<file path="src/hdl/ddf_pkg.sv">
// shared widths, register indexes and word types of the detection decode filter
package ddf_pkg;

	localparam int CoordW   = 14;
	localparam int ScoreW   = 16;
	localparam int ProdW    = 2 * ScoreW;
	localparam int PixW     = 10;
	localparam int PadW     = 10;
	localparam int FrameW   = 11;
	localparam int ClassN   = 4;
	localparam int ClassW   = 2;
	localparam int SumW     = 18;
	localparam int CornerW  = 13;
	localparam int SubPixSh = 5;
	localparam int CfgIdxW  = 3;
	localparam int CfgDataW = 16;
	localparam int PixMax   = (1 << PixW) - 1;

	// register indexes of the configuration port
	typedef enum logic [CfgIdxW-1:0] {
		REG_SCORE_THR = 3'd0,
		REG_PAD_LEFT  = 3'd1,
		REG_PAD_TOP   = 3'd2,
		REG_FRAME_W   = 3'd3,
		REG_FRAME_H   = 3'd4
	} cfg_reg_t;

	localparam logic [ScoreW-1:0] ScoreThrReset = 16'd16384;
	localparam logic [PadW-1:0]   PadReset      = 10'd0;
	localparam logic [FrameW-1:0] FrameWReset   = 11'd640;
	localparam logic [FrameW-1:0] FrameHReset   = 11'd480;

	typedef logic signed [CornerW-1:0] corner_t;

	typedef struct packed {
		logic [ScoreW-1:0] score_thr;
		logic [PadW-1:0]   pad_left;
		logic [PadW-1:0]   pad_top;
		logic [FrameW-1:0] frame_width;
		logic [FrameW-1:0] frame_height;
	} cfg_t;

	// classified row travelling from the front part to the back part
	typedef struct packed {
		logic              obj_ok;
		logic [ClassW-1:0] class_id;
		logic [ScoreW-1:0] objectness;
		logic [ScoreW-1:0] best_score;
		corner_t           x_lo;
		corner_t           x_hi;
		corner_t           y_lo;
		corner_t           y_hi;
	} row_class_t;

endpackage

</file>
<file path="src/hdl/ddf_ifs.sv">
// valid/ready channel interfaces of the detection decode filter
interface ddf_row_if;
	import ddf_pkg::*;
	logic              valid;
	logic              ready;
	logic [CoordW-1:0] centre_x;
	logic [CoordW-1:0] centre_y;
	logic [CoordW-1:0] box_w;
	logic [CoordW-1:0] box_h;
	logic [ScoreW-1:0] objectness;
	logic [ScoreW-1:0] score_class0;
	logic [ScoreW-1:0] score_class1;
	logic [ScoreW-1:0] score_class2;
	logic [ScoreW-1:0] score_class3;

	modport source (output valid, centre_x, centre_y, box_w, box_h, objectness,
		score_class0, score_class1, score_class2, score_class3, input ready);
	modport sink (input valid, centre_x, centre_y, box_w, box_h, objectness,
		score_class0, score_class1, score_class2, score_class3, output ready);
endinterface

interface ddf_det_if;
	import ddf_pkg::*;
	logic              valid;
	logic              ready;
	logic              keep;
	logic [ClassW-1:0] class_id;
	logic [ScoreW-1:0] confidence;
	logic [PixW-1:0]   left;
	logic [PixW-1:0]   top;
	logic [PixW-1:0]   rect_width;
	logic [PixW-1:0]   rect_height;
	logic [PixW-1:0]   mid_x;
	logic [PixW-1:0]   mid_y;

	modport source (output valid, keep, class_id, confidence, left, top, rect_width,
		rect_height, mid_x, mid_y, input ready);
	modport sink (input valid, keep, class_id, confidence, left, top, rect_width,
		rect_height, mid_x, mid_y, output ready);
endinterface

interface ddf_cfg_if;
	import ddf_pkg::*;
	logic                valid;
	logic                ready;
	logic [CfgIdxW-1:0]  index;
	logic [CfgDataW-1:0] data;

	modport source (output valid, index, data, input ready);
	modport sink (input valid, index, data, output ready);
endinterface

</file>
<file path="src/hdl/detection_decode_filter.sv">
// top level of the detection decode filter: registers, front part, queue and back part
//
// Usage
//   row : sink channel, one raw detector row per word (centre, size, objectness and
//         four class scores). A word moves when valid and ready are both high.
//   det : source channel, exactly one result word per row, in row order. keep is 0
//         for a dropped row and every other field is then zero.
//   cfg : write channel for the five registers (score threshold, padding, frame
//         size); always ready. The user must write them only while no row is
//         in flight; the block does not enforce it. Throughput: one row per cycle;
//   every stage takes a new word in the same cycle that it hands one on, and so does
//   the queue unless it is full, so nothing waits while det is ready.
//   Reset (arst_n low) empties all stages and the queue and loads the register
//   defaults: threshold 0.25, no padding, 640x480 frame.
//   A stall on det holds the result word; the back part, the queue and then the
//   front stage fill, and only then does row.ready fall.
module detection_decode_filter #(
	parameter int QUEUE_DEPTH = 2
) (
	input logic      clk,
	input logic      arst_n,
	ddf_row_if.sink  row,
	ddf_det_if.source det,
	ddf_cfg_if.sink  cfg
);
	import ddf_pkg::*;

	cfg_t       cfg_q;
	logic       push_valid, push_ready, pop_valid, pop_ready;
	row_class_t push_data, pop_data;

	assign cfg.ready = 1'b1;

	// configuration registers
	always_ff @(posedge clk or negedge arst_n) begin
		if (!arst_n) begin
			cfg_q.score_thr    <= ScoreThrReset;
			cfg_q.pad_left     <= PadReset;
			cfg_q.pad_top      <= PadReset;
			cfg_q.frame_width  <= FrameWReset;
			cfg_q.frame_height <= FrameHReset;
		end else if (cfg.valid) begin
			case (cfg_reg_t'(cfg.index))
				REG_SCORE_THR: cfg_q.score_thr    <= cfg.data[ScoreW-1:0];
				REG_PAD_LEFT:  cfg_q.pad_left     <= cfg.data[PadW-1:0];
				REG_PAD_TOP:   cfg_q.pad_top      <= cfg.data[PadW-1:0];
				REG_FRAME_W:   cfg_q.frame_width  <= cfg.data[FrameW-1:0];
				REG_FRAME_H:   cfg_q.frame_height <= cfg.data[FrameW-1:0];
				default: ;
			endcase
		end
	end

	ddf_front u_front (
		.clk        (clk),
		.arst_n     (arst_n),
		.cfg_regs   (cfg_q),
		.row        (row),
		.push_valid (push_valid),
		.push_ready (push_ready),
		.push_data  (push_data)
	);

	ddf_queue #(
		.DEPTH (QUEUE_DEPTH)
	) u_queue (
		.clk        (clk),
		.arst_n     (arst_n),
		.push_valid (push_valid),
		.push_ready (push_ready),
		.push_data  (push_data),
		.pop_valid  (pop_valid),
		.pop_ready  (pop_ready),
		.pop_data   (pop_data)
	);

	ddf_back u_back (
		.clk       (clk),
		.arst_n    (arst_n),
		.cfg_regs  (cfg_q),
		.pop_valid (pop_valid),
		.pop_ready (pop_ready),
		.pop_data  (pop_data),
		.det       (det)
	);

endmodule

</file>
<file path="src/hdl/ddf_front.sv">
// front part: accepts a row, checks objectness, picks the class and forms the raw corners
module ddf_front (
	input  logic               clk,
	input  logic               arst_n,
	input  ddf_pkg::cfg_t      cfg_regs,
	ddf_row_if.sink            row,
	output logic               push_valid,
	input  logic               push_ready,
	output ddf_pkg::row_class_t push_data
);
	import ddf_pkg::*;

	// twice the difference of the centre and sixteen times the padding, in 1/32 pixel
	function automatic logic signed [SumW-1:0] centre2(input logic [CoordW-1:0] c,
		input logic [PadW-1:0] p);
		logic signed [SumW-1:0] d;
		d = $signed({{(SumW-CoordW){1'b0}}, c}) - $signed({{(SumW-PadW-4){1'b0}}, p, 4'b0});
		return d <<< 1;
	endfunction

	// division by 32 truncating toward zero
	function automatic corner_t trunc32(input logic signed [SumW-1:0] v);
		logic signed [SumW-1:0] b;
		b = v + $signed({{(SumW-SubPixSh){1'b0}}, {SubPixSh{v[SumW-1]}}});
		return corner_t'(b >>> SubPixSh);
	endfunction

	logic signed [SumW-1:0] cx2, cy2, w_s, h_s;
	logic signed [SumW-1:0] x_lo_raw, x_hi_raw, y_lo_raw, y_hi_raw;
	logic [ScoreW-1:0]      scores [ClassN];
	logic [ScoreW-1:0]      best;
	logic [ClassW-1:0]      cls;
	row_class_t             item_d;
	logic                   valid_s1;
	row_class_t             item_s1;

	// corner sums for both axes
	always_comb begin
		cx2      = centre2(row.centre_x, cfg_regs.pad_left);
		cy2      = centre2(row.centre_y, cfg_regs.pad_top);
		w_s      = $signed({{(SumW-CoordW){1'b0}}, row.box_w});
		h_s      = $signed({{(SumW-CoordW){1'b0}}, row.box_h});
		x_lo_raw = cx2 - w_s;
		x_hi_raw = cx2 + w_s;
		y_lo_raw = cy2 - h_s;
		y_hi_raw = cy2 + h_s;
	end

	// first maximal class score, lowest index wins on ties
	always_comb begin
		scores[0] = row.score_class0;
		scores[1] = row.score_class1;
		scores[2] = row.score_class2;
		scores[3] = row.score_class3;
		best      = scores[0];
		cls       = '0;
		for (int k = 1; k < ClassN; k++) begin
			if (scores[k] > best) begin
				best = scores[k];
				cls  = ClassW'(k);
			end
		end
	end

	// classified word; a negative low corner clamps to zero
	always_comb begin
		item_d.obj_ok     = row.objectness >= cfg_regs.score_thr;
		item_d.class_id   = cls;
		item_d.objectness = row.objectness;
		item_d.best_score = best;
		item_d.x_lo       = x_lo_raw[SumW-1] ? '0 : trunc32(x_lo_raw);
		item_d.x_hi       = trunc32(x_hi_raw);
		item_d.y_lo       = y_lo_raw[SumW-1] ? '0 : trunc32(y_lo_raw);
		item_d.y_hi       = trunc32(y_hi_raw);
	end

	assign row.ready  = !valid_s1 || push_ready;
	assign push_valid = valid_s1;
	assign push_data  = item_s1;

	// stage valid
	always_ff @(posedge clk or negedge arst_n) begin
		if (!arst_n) begin
			valid_s1 <= 1'b0;
		end else if (row.ready) begin
			valid_s1 <= row.valid;
		end
	end

	// stage word
	always_ff @(posedge clk) begin
		if (row.valid && row.ready) begin
			item_s1 <= item_d;
		end
	end

endmodule

</file>
<file path="src/hdl/ddf_queue.sv">
// short first-in first-out queue between the front and back parts
module ddf_queue #(
	parameter int DEPTH = 2
) (
	input  logic                clk,
	input  logic                arst_n,
	input  logic                push_valid,
	output logic                push_ready,
	input  ddf_pkg::row_class_t push_data,
	output logic                pop_valid,
	input  logic                pop_ready,
	output ddf_pkg::row_class_t pop_data
);
	import ddf_pkg::*;

	localparam int PtrW = $clog2(DEPTH);
	localparam int CntW = $clog2(DEPTH + 1);

	function automatic logic [PtrW-1:0] bump(input logic [PtrW-1:0] p);
		return (p == PtrW'(DEPTH - 1)) ? '0 : p + 1'b1;
	endfunction

	row_class_t      mem_q [DEPTH];
	logic [PtrW-1:0] wr_ptr_q, rd_ptr_q;
	logic [CntW-1:0] count_q;
	logic            do_push, do_pop;

	assign push_ready = count_q < CntW'(DEPTH);
	assign pop_valid  = count_q != '0;
	assign pop_data   = mem_q[rd_ptr_q];
	assign do_push    = push_valid && push_ready;
	assign do_pop     = pop_valid && pop_ready;

	// pointers and fill count
	always_ff @(posedge clk or negedge arst_n) begin
		if (!arst_n) begin
			wr_ptr_q <= '0;
			rd_ptr_q <= '0;
			count_q  <= '0;
		end else begin
			if (do_push) wr_ptr_q <= bump(wr_ptr_q);
			if (do_pop)  rd_ptr_q <= bump(rd_ptr_q);
			if (do_push && !do_pop)      count_q <= count_q + 1'b1;
			else if (!do_push && do_pop) count_q <= count_q - 1'b1;
		end
	end

	// entry storage
	always_ff @(posedge clk) begin
		if (do_push) begin
			mem_q[wr_ptr_q] <= push_data;
		end
	end

	a_count_bound: assert property (@(posedge clk) disable iff (!arst_n)
		count_q <= CntW'(DEPTH))
		else $error("queue count beyond depth");

endmodule

</file>
<file path="src/hdl/ddf_back.sv">
// back part: multiplies scores, clamps corners to the frame and registers the result word
module ddf_back (
	input  logic                clk,
	input  logic                arst_n,
	input  ddf_pkg::cfg_t       cfg_regs,
	input  logic                pop_valid,
	output logic                pop_ready,
	input  ddf_pkg::row_class_t pop_data,
	ddf_det_if.source           det
);
	import ddf_pkg::*;

	// right or bottom limit: min(frame - 1, 1023)
	function automatic corner_t clamp_limit(input logic [FrameW-1:0] frame);
		corner_t l;
		l = $signed({{(CornerW-FrameW){1'b0}}, frame}) - corner_t'(1);
		if (l > corner_t'(PixMax)) l = corner_t'(PixMax);
		return l;
	endfunction

	logic              valid_s1, valid_s2, free_s1, free_s2;
	logic [ProdW-1:0]  prod_s1;
	logic              obj_ok_s1;
	logic [ClassW-1:0] class_s1;
	corner_t           x_lo_s1, x_hi_s1, y_lo_s1, y_hi_s1;
	corner_t           x_lim, y_lim;
	corner_t           rw_full, rh_full;
	logic              keep_d;
	logic [PixW-1:0]   rw_d, rh_d;

	logic              keep_s2;
	logic [ClassW-1:0] class_s2;
	logic [ScoreW-1:0] conf_s2;
	logic [PixW-1:0]   left_s2, top_s2, rw_s2, rh_s2, mid_x_s2, mid_y_s2;

	assign free_s2   = !valid_s2 || det.ready;
	assign free_s1   = !valid_s1 || free_s2;
	assign pop_ready = free_s1;

	assign x_lim = clamp_limit(cfg_regs.frame_width);
	assign y_lim = clamp_limit(cfg_regs.frame_height);

	// threshold on the product and inversion check
	always_comb begin
		rw_full = x_hi_s1 - x_lo_s1;
		rh_full = y_hi_s1 - y_lo_s1;
		keep_d  = obj_ok_s1 && (prod_s1 > {cfg_regs.score_thr, {ScoreW{1'b0}}})
			&& (x_hi_s1 >= x_lo_s1) && (y_hi_s1 >= y_lo_s1);
		rw_d    = rw_full[PixW-1:0];
		rh_d    = rh_full[PixW-1:0];
	end

	// stage valids
	always_ff @(posedge clk or negedge arst_n) begin
		if (!arst_n) begin
			valid_s1 <= 1'b0;
			valid_s2 <= 1'b0;
		end else begin
			if (free_s1) valid_s1 <= pop_valid;
			if (free_s2) valid_s2 <= valid_s1;
		end
	end

	// multiply and clamp stage
	always_ff @(posedge clk) begin
		if (pop_valid && free_s1) begin
			prod_s1   <= pop_data.objectness * pop_data.best_score;
			obj_ok_s1 <= pop_data.obj_ok;
			class_s1  <= pop_data.class_id;
			x_lo_s1   <= pop_data.x_lo;
			y_lo_s1   <= pop_data.y_lo;
			x_hi_s1   <= (pop_data.x_hi > x_lim) ? x_lim : pop_data.x_hi;
			y_hi_s1   <= (pop_data.y_hi > y_lim) ? y_lim : pop_data.y_hi;
		end
	end

	// result register, all fields zero on a dropped row
	always_ff @(posedge clk) begin
		if (valid_s1 && free_s2) begin
			keep_s2  <= keep_d;
			class_s2 <= keep_d ? class_s1 : '0;
			conf_s2  <= keep_d ? prod_s1[ProdW-1:ScoreW] : '0;
			left_s2  <= keep_d ? x_lo_s1[PixW-1:0] : '0;
			top_s2   <= keep_d ? y_lo_s1[PixW-1:0] : '0;
			rw_s2    <= keep_d ? rw_d : '0;
			rh_s2    <= keep_d ? rh_d : '0;
			mid_x_s2 <= keep_d ? x_lo_s1[PixW-1:0] + (rw_d >> 1) : '0;
			mid_y_s2 <= keep_d ? y_lo_s1[PixW-1:0] + (rh_d >> 1) : '0;
		end
	end

	assign det.valid       = valid_s2;
	assign det.keep        = keep_s2;
	assign det.class_id    = class_s2;
	assign det.confidence  = conf_s2;
	assign det.left        = left_s2;
	assign det.top         = top_s2;
	assign det.rect_width  = rw_s2;
	assign det.rect_height = rh_s2;
	assign det.mid_x       = mid_x_s2;
	assign det.mid_y       = mid_y_s2;

	a_drop_zero: assert property (@(posedge clk) disable iff (!arst_n)
		(valid_s2 && !keep_s2) |-> (class_s2 == '0 && conf_s2 == '0 && left_s2 == '0
			&& top_s2 == '0 && rw_s2 == '0 && rh_s2 == '0))
		else $error("dropped word carries non-zero fields");

	a_conf_thr: assert property (@(posedge clk) disable iff (!arst_n)
		(valid_s2 && keep_s2) |-> (conf_s2 >= cfg_regs.score_thr))
		else $error("kept word below threshold");

	a_box_fits: assert property (@(posedge clk) disable iff (!arst_n)
		(valid_s2 && keep_s2) |->
			(({1'b0, left_s2} + {1'b0, rw_s2}) <= (PixW+1)'(PixMax)
			&& ({1'b0, top_s2} + {1'b0, rh_s2}) <= (PixW+1)'(PixMax)))
		else $error("kept box leaves the frame");

endmodule

</file>
<file path="src/flat_wrapper.sv">
// flat-port wrapper written by rule: the top's interface ports become plain ports
module detection_decode_filter_flat import ddf_pkg::*;
#(
	parameter int QUEUE_DEPTH = 2
)
  (clk, arst_n, row_valid, row_centre_x, row_centre_y, row_box_w, row_box_h, row_objectness, row_score_class0, row_score_class1, row_score_class2, row_score_class3, row_ready, det_valid, det_keep, det_class_id, det_confidence, det_left, det_top, det_rect_width, det_rect_height, det_mid_x, det_mid_y, det_ready, cfg_valid, cfg_index, cfg_data, cfg_ready);
  ddf_row_if row_i ();
  ddf_det_if det_i ();
  ddf_cfg_if cfg_i ();
  input logic clk;
  input logic arst_n;
  input wire logic [$bits(row_i.valid)-1:0] row_valid;
  input wire logic [$bits(row_i.centre_x)-1:0] row_centre_x;
  input wire logic [$bits(row_i.centre_y)-1:0] row_centre_y;
  input wire logic [$bits(row_i.box_w)-1:0] row_box_w;
  input wire logic [$bits(row_i.box_h)-1:0] row_box_h;
  input wire logic [$bits(row_i.objectness)-1:0] row_objectness;
  input wire logic [$bits(row_i.score_class0)-1:0] row_score_class0;
  input wire logic [$bits(row_i.score_class1)-1:0] row_score_class1;
  input wire logic [$bits(row_i.score_class2)-1:0] row_score_class2;
  input wire logic [$bits(row_i.score_class3)-1:0] row_score_class3;
  output wire logic [$bits(row_i.ready)-1:0] row_ready;
  output wire logic [$bits(det_i.valid)-1:0] det_valid;
  output wire logic [$bits(det_i.keep)-1:0] det_keep;
  output wire logic [$bits(det_i.class_id)-1:0] det_class_id;
  output wire logic [$bits(det_i.confidence)-1:0] det_confidence;
  output wire logic [$bits(det_i.left)-1:0] det_left;
  output wire logic [$bits(det_i.top)-1:0] det_top;
  output wire logic [$bits(det_i.rect_width)-1:0] det_rect_width;
  output wire logic [$bits(det_i.rect_height)-1:0] det_rect_height;
  output wire logic [$bits(det_i.mid_x)-1:0] det_mid_x;
  output wire logic [$bits(det_i.mid_y)-1:0] det_mid_y;
  input wire logic [$bits(det_i.ready)-1:0] det_ready;
  input wire logic [$bits(cfg_i.valid)-1:0] cfg_valid;
  input wire logic [$bits(cfg_i.index)-1:0] cfg_index;
  input wire logic [$bits(cfg_i.data)-1:0] cfg_data;
  output wire logic [$bits(cfg_i.ready)-1:0] cfg_ready;
  assign row_i.valid = row_valid;
  assign row_i.centre_x = row_centre_x;
  assign row_i.centre_y = row_centre_y;
  assign row_i.box_w = row_box_w;
  assign row_i.box_h = row_box_h;
  assign row_i.objectness = row_objectness;
  assign row_i.score_class0 = row_score_class0;
  assign row_i.score_class1 = row_score_class1;
  assign row_i.score_class2 = row_score_class2;
  assign row_i.score_class3 = row_score_class3;
  assign row_ready = row_i.ready;
  assign det_valid = det_i.valid;
  assign det_keep = det_i.keep;
  assign det_class_id = det_i.class_id;
  assign det_confidence = det_i.confidence;
  assign det_left = det_i.left;
  assign det_top = det_i.top;
  assign det_rect_width = det_i.rect_width;
  assign det_rect_height = det_i.rect_height;
  assign det_mid_x = det_i.mid_x;
  assign det_mid_y = det_i.mid_y;
  assign det_i.ready = det_ready;
  assign cfg_i.valid = cfg_valid;
  assign cfg_i.index = cfg_index;
  assign cfg_i.data = cfg_data;
  assign cfg_ready = cfg_i.ready;
  detection_decode_filter #(.QUEUE_DEPTH(QUEUE_DEPTH)) u_core (.clk(clk), .arst_n(arst_n), .row(row_i), .det(det_i), .cfg(cfg_i));
endmodule
</file>
<file path="config.mk">
export PLATFORM = sky130hd
export DESIGN_NAME = detection_decode_filter_flat
export DESIGN_NICKNAME = d
export VERILOG_FILES = /design/src/hdl/ddf_pkg.sv /design/src/hdl/ddf_ifs.sv /design/src/hdl/detection_decode_filter.sv /design/src/hdl/ddf_front.sv /design/src/hdl/ddf_queue.sv /design/src/hdl/ddf_back.sv /design/src/flat_wrapper.sv
export SDC_FILE = /design/constraint.sdc
export NUM_CORES = 2
export LEC_CHECK = 0
export ABC_CLOCK_PERIOD_IN_PS = 21000
export BUFFER_PORTS_ARGS = -buffer_cell sky130_fd_sc_hd__buf_4
export CAP_MARGIN = 0
export CORE_MARGIN = 1.5
export CORE_UTILIZATION = 40
export DETAILED_ROUTE_END_ITERATION = 16
export SYNTH_ARGS = -nofsm -noshare
export SYNTH_HDL_FRONTEND = slang
export SYNTH_SLANG_ARGS = --single-unit
</file>
<file path="constraint.sdc">
create_clock -name clk -period 21 [get_ports clk]
set_clock_uncertainty 0.15 [all_clocks]
set_input_delay 2.1 -clock clk [delete_from_list [all_inputs] [get_ports clk]]
set_output_delay 2.1 -clock clk [all_outputs]
set_load 0.005 [all_outputs]
</file>
### Yosys cells after proc, flatten, opt, wreduce, memory -nomap -nowiden

Memory sizes are Yosys's and may differ from the RTL's.
Cells that the tools add are included.

* bits of input ports: 160
* memories: 1
* flip-flop bits (word level): 318
* bits in writable memories: 174

* $mul: 1
* equal/unequal tests: 4
* reduce and logical (&&, ||, !) cells: 26
* $lt $le $gt $ge: 12
* multiplexer cells: 15
* $add $sub $neg: 20

Memories
* u_core.u_queue.mem_q: depth 2, width 87, rd ports 1, clocked after Yosys merged registers in 0, write ports 1, RTL line ddf_queue.sv:23 `row_class_t mem_q [DEPTH];`

Operator list (number)
* 13-bit 2-to-1 mux: 4
* 16-bit > comparator: 3
* 16-bit 2-to-1 mux: 3
* 17-bit by 6-bit adder with 18-bit output: 2
* 18-bit by 6-bit adder with 18-bit output: 2
* 32-bit > comparator: 1
* 16-bit by 16-bit multiplier with 32-bit output: 1
* 14-bit by 14-bit subtractor with 15-bit output: 2
* 13-bit >= comparator: 2
* 13-bit > comparator: 2
* 12-bit by 11-bit > comparator with 1-bit output (second input constant): 2
* 11-bit by 1-bit subtractor with 12-bit output (second input constant): 2
* 10-bit by 9-bit adder with 10-bit output: 2
* 10-bit subtractor: 2
* 18-bit by 15-bit adder with 18-bit output: 1
* 18-bit by 15-bit subtractor with 18-bit output: 1
* 16-bit by 15-bit adder with 17-bit output: 1
* 16-bit by 15-bit subtractor with 17-bit output: 1
* 16-bit >= comparator: 1
* 2-bit AND reduction: 5
* 1-bit logical AND: 9
* 3-bit by 2-bit equality test with 1-bit output (second input constant): 2
* 1-bit 2-to-1 mux: 6
* 1-bit logical NOT: 5
* 11 further kinds: 16

### Logic depth before layout (Yosys ltp)

* depth in word-level cells: 7
* gate-level depth with buffers: 33
* gate-level depth less buffers: 29

### By module

Synthesis repeated with hierarchy kept, for this count alone.

* cells, all modules: 3258
* area total of the unflattened synthesis: 36316.1 um2

Modules (own cells, without submodules)
* ddf_back: area an instance 17644.4 um2, cells an instance 1746, times used 1, seq. area each 5034.8 um2
* ddf_front: area an instance 9900.7 um2, cells an instance 1096, times used 1, seq. area each 2637.5 um2
* ddf_queue: area an instance 6547.5 um2, cells an instance 288, times used 1, seq. area each 5325.1 um2
* detection_decode_filter: area an instance 2223.4 um2, cells an instance 128, times used 1, seq. area each 1460.2 um2

### Worst setup path before layout

OpenSTA, ideal clock, no wires.

* kind: input to register
* from: input row_score_class0[9]
* to: register u_core.u_front.item_s1 (netlist bit u_core.u_front.push_data[59]), data pin
* setup slack: 12.185 ns
* arrival time: 8.405 ns
* data required time: 20.590 ns
* library setup time: 0.260 ns
* cell stages on the path: 33
* path through: inv_1 ha_1 a21oi_1 nor2b_1 o21ai_0 nand2b_1 a2111oi_0 o22ai_1 buf_1 clkbuf_1 mux2i_1 ha_1 a21oi_1 nor2b_1 o21ai_0 nand2b_1 a2111oi_0 o221ai_1 nand2_1 clkbuf_1 mux2i_1 inv_1 ha_1 nor2b_1 o21ai_0 nand2b_1 a21oi_1 nor2b_1 o21ai_0 a21oi_1 o221ai_1 clkbuf_1 mux2_2

* word-level cells in the longest chain between the ends: 6

Ends and longest elaborated chain
* start: declaration: RTL line flat_wrapper.sv:18 `input wire logic [$bits(row_i.score_class0)-1:0] row_score_class0;`
* 16-bit > comparator: RTL line ddf_front.sv:58 `if (scores[k] > best) begin`
* 16-bit 2-to-1 mux *: RTL line ddf_front.sv:58
* 16-bit > comparator: RTL line ddf_front.sv:58
* 16-bit 2-to-1 mux *: RTL line ddf_front.sv:58
* 16-bit > comparator: RTL line ddf_front.sv:58
* 16-bit 2-to-1 mux *: RTL line ddf_front.sv:58
* net u_core.u_front.best[7]: RTL line ddf_front.sv:31 `logic [ScoreW-1:0] best;`
* end signal: assignment: RTL line ddf_front.sv:93 `item_s1 <= item_d;`
* end: declaration: RTL line ddf_front.sv:35 `row_class_t item_s1;`

The timed path passes the listed nets; every way through them passes the cells marked *.
A chain may end at the register's enable or synchronous reset.

### Worst setup path in the final report

* from: input row_score_class0[9]
* to: register u_core.u_front.item_s1 (netlist bit u_core.u_front.push_data[53]), data pin

Same word-level chain as after synthesis.

==> impl_metrics.json <==
{
  "grt_overflow": 0,
  "routed_wl_microns": 92100,
  "synth_cell_types": 92,
  "cp_max_fo": 18,
  "synth.avg_cell_area_sq_um": 10.9,
  "slew_viol_final": 0,
  "clock-sinks": 492,
  "first_pass_iters": 5,
  "port-buffer-count": 240,
  "grt_start_max_net_pins": 69,
  "worstSetupPathType": "in2reg",
  "first_global_vias": 24700,
  "max_slew_margin_pct": 14.7,
  "yosysWarnings": 0,
  "tns_ps": 0,
  "grt_pass1_wl_microns": 142000,
  "clk_pin_slew_ps": 60,
  "stdcell_area_sq_um": 41100,
  "tritoncts": "done",
  "num_vias": 24700,
  "clkLatencyLatePin_ps": 640,
  "dpl-instance-area_sq_um": 39200,
  "rows": 109,
  "rsz0062_at_grt": "false",
  "die_y_microns": 303,
  "ys_ff_latch": 492,
  "synth-edff-count": 427,
  "antenna_left": 0,
  "maxUsedRoutingLayer": "met4",
  "start_util_pct": 40.6,
  "critPathCaptureType": "flip-flop",
  "wl_met3_microns": 6350,
  "hp-class": "reg2reg",
  "final_hold_viol_count": 0,
  "cts-root-buf": "clkbuf_16",
  "hpwl_microns": 71700,
  "synth_common_cells": "inv_1, edfxtp_1, ha_1",
  "worst_slew_pin_slew_ps": 1240,
  "syn2layout_area_growth_pct": 14.1,
  "wl_met2_microns": 43300,
  "netlist_area_sq_um": 36100,
  "core_area_sq_um": 88800,
  "startpoint_type": "input port",
  "yosys-top-cells-area": "edfxtp_1, ha_1, fa_1",
  "die_area_sq_um": 91900,
  "yosysTopAreaCell": "edfxtp_1",
  "antenna_found_initial": 6,
  "cp.arrival_ps": 9110,
  "finalCritPeriodShare_pct": 42.4,
  "cts_hold_buf": 0,
  "max_freq_ghz": 0.112,
  "ctsResizeCount": 0,
  "grt_util_all_layers_pct": 20.3,
  "cts_made_buffers": 56,
  "status": "finished clean",
  "synth_top_area_share_pct": 35.6,
  "ff2ff_setup_slack_ps": 12390,
  "cp_slowest_cell": "nand2_1",
  "clockBufferDepth": 3,
  "drv_cap": 0,
  "gp_congestion": 0.925,
  "layout-drive-gt1-share_pct": 15.2,
  "htreeDepth": 2,
  "fin_crit_ps": 8900,
  "syn_inst": 3309,
  "postCtsSetupBuffers": 0,
  "async_flop_share_pct": 13.2,
  "slowest_delay_ps": 700,
  "num_antenna_cells": 0,
  "drcViolationCount": 0,
  "crit_required_ps": 21220,
  "ys_seq_area_share_pct": 40.1,
  "synth_flop_cell": "edfxtp_1",
  "drt-met1-wl_microns": 39900,
  "io_pins": 242,
  "wire_per_inst_microns": 19.4,
  "via_per_inst": 5.18,
  "setup_viol": 0,
  "finalNetCount": 4259,
  "die_w_microns": 303,
  "whs_ps": 290,
  "synth.most_common_cell": "inv_1",
  "drt_iter0_drc": 1443
}
## cell families after synthesis
family	Yosys count	synth area share, %
DFF	492	40.1
adders and majority gates	553	23.4
other	2	0.0208
AOI/OAI and AO/OA	488	9.01
and+or+nand+nor	883	12.0
xor gates and xnor gates	142	3.45
buffers and inverters	538	5.65
muxes	211	6.31
## layout make-up
cell class,count,area [sq um]
inverter,447,1680
timing repair buffer,268,2010
clock buffer,67,1490
tap,1165,1460
sequential,492,14500
multi-input combinational,2281,19600
fill,8263,47600
clock inverter,38,414
## routing by layer
metal  vias up  track usage [%]
met5         -                0
li1      12000                -
met4         0             5.76
met1     12000             26.4
met2       581             33.6
met3       128             4.70
## worst max-delay path, delay by kind of cell
kind | cells | cell delay, ps
and+or+nand+nor | 7 | 1070
AOI/OAI and AO/OA | 14 | 3350
buffers and inverters | 5 | 790
adders and majority gates | 3 | 860
muxes | 3 | 910
## per-stage QoR
stage / worst slack (ps) / utilization (%) / std cells
6_report: 12100 / 46.3 / 4758
5_1_grt: 11480 / 46.3 / 4758
4_1_cts: 12110 / 46.3 / 4758
3_5_place_dp: 11480 / 44.2 / 4653
3_3_place_gp: 11350 / 44.2 / 4653
2_1_floorplan: 12190 / - / 3311
## worst paths after layout
check | end | startpoint | cells past startpoint
hold / removal | u_core.u_queue.mem_q[0][30] | u_core.u_front.push_data[30] | 0
setup reg to reg | u_core.u_back.prod_s1[30] | u_core.u_queue.rd_ptr_q | 22
hold reg to reg | u_core.u_queue.mem_q[0][30] | u_core.u_front.push_data[30] | 0
max in group asynchronous | u_core.u_queue.rd_ptr_q | arst_n | 1
setup / recovery | u_core.u_front.push_data[53] | row_score_class0[9] | 32
min in group asynchronous | u_core.cfg_q[23] | arst_n | 1
## flip-flops by register name, indices dropped and copies added, names as in the netlist, 2 cells and up
signal / count
u_core.u_back.x_hi_s1: 13
u_core.u_back.y_lo_s1: 13
u_core.u_back.det.rect_width: 10
u_core.u_back.y_hi_s1: 13
u_core.u_back.det.confidence: 16
u_core.u_queue.mem_q: 174
u_core.u_front.push_data: 87
u_core.u_back.prod_s1: 32
u_core.u_back.det.left: 10
u_core.u_back.det.top: 10
u_core.u_back.det.mid_x: 10
u_core.u_back.det.rect_height: 10
u_core.u_back.class_s1: 2
u_core.u_back.x_lo_s1: 13
u_core.u_queue.count_q: 2
u_core.u_back.det.mid_y: 10
u_core.u_back.det.class_id: 2
u_core.cfg_q: 58
## cell usage in the layout, fill, tap and decap left out, types with 10 or more instances in the layout
cell type,instances
inv_1,446
edfxtp_1,427
ha_1,349
buf_4,268
nand2_1,267
nor2_1,232
fa_1,204
mux2_2,131
a21oi_1,120
o21ai_0,113
xnor2_1,106
nor3_1,86
mux2i_1,77
clkbuf_16,57
dfrtp_1,57
nor3b_1,50
o21a_1,47
nor2b_1,42
a21o_1,38
xor2_1,36
nand2b_1,34
or3_1,24
nand4_1,22
nand3_1,22
o21bai_1,21
a211oi_1,17
and2_1,14
a31oi_1,14
or2_2,13
o211ai_1,13
nor4_1,13
o31ai_1,10
Power is left out: the tool's default activity adds up to more than one toggle a clock period on the data nets, which glitch-free logic cannot reach.
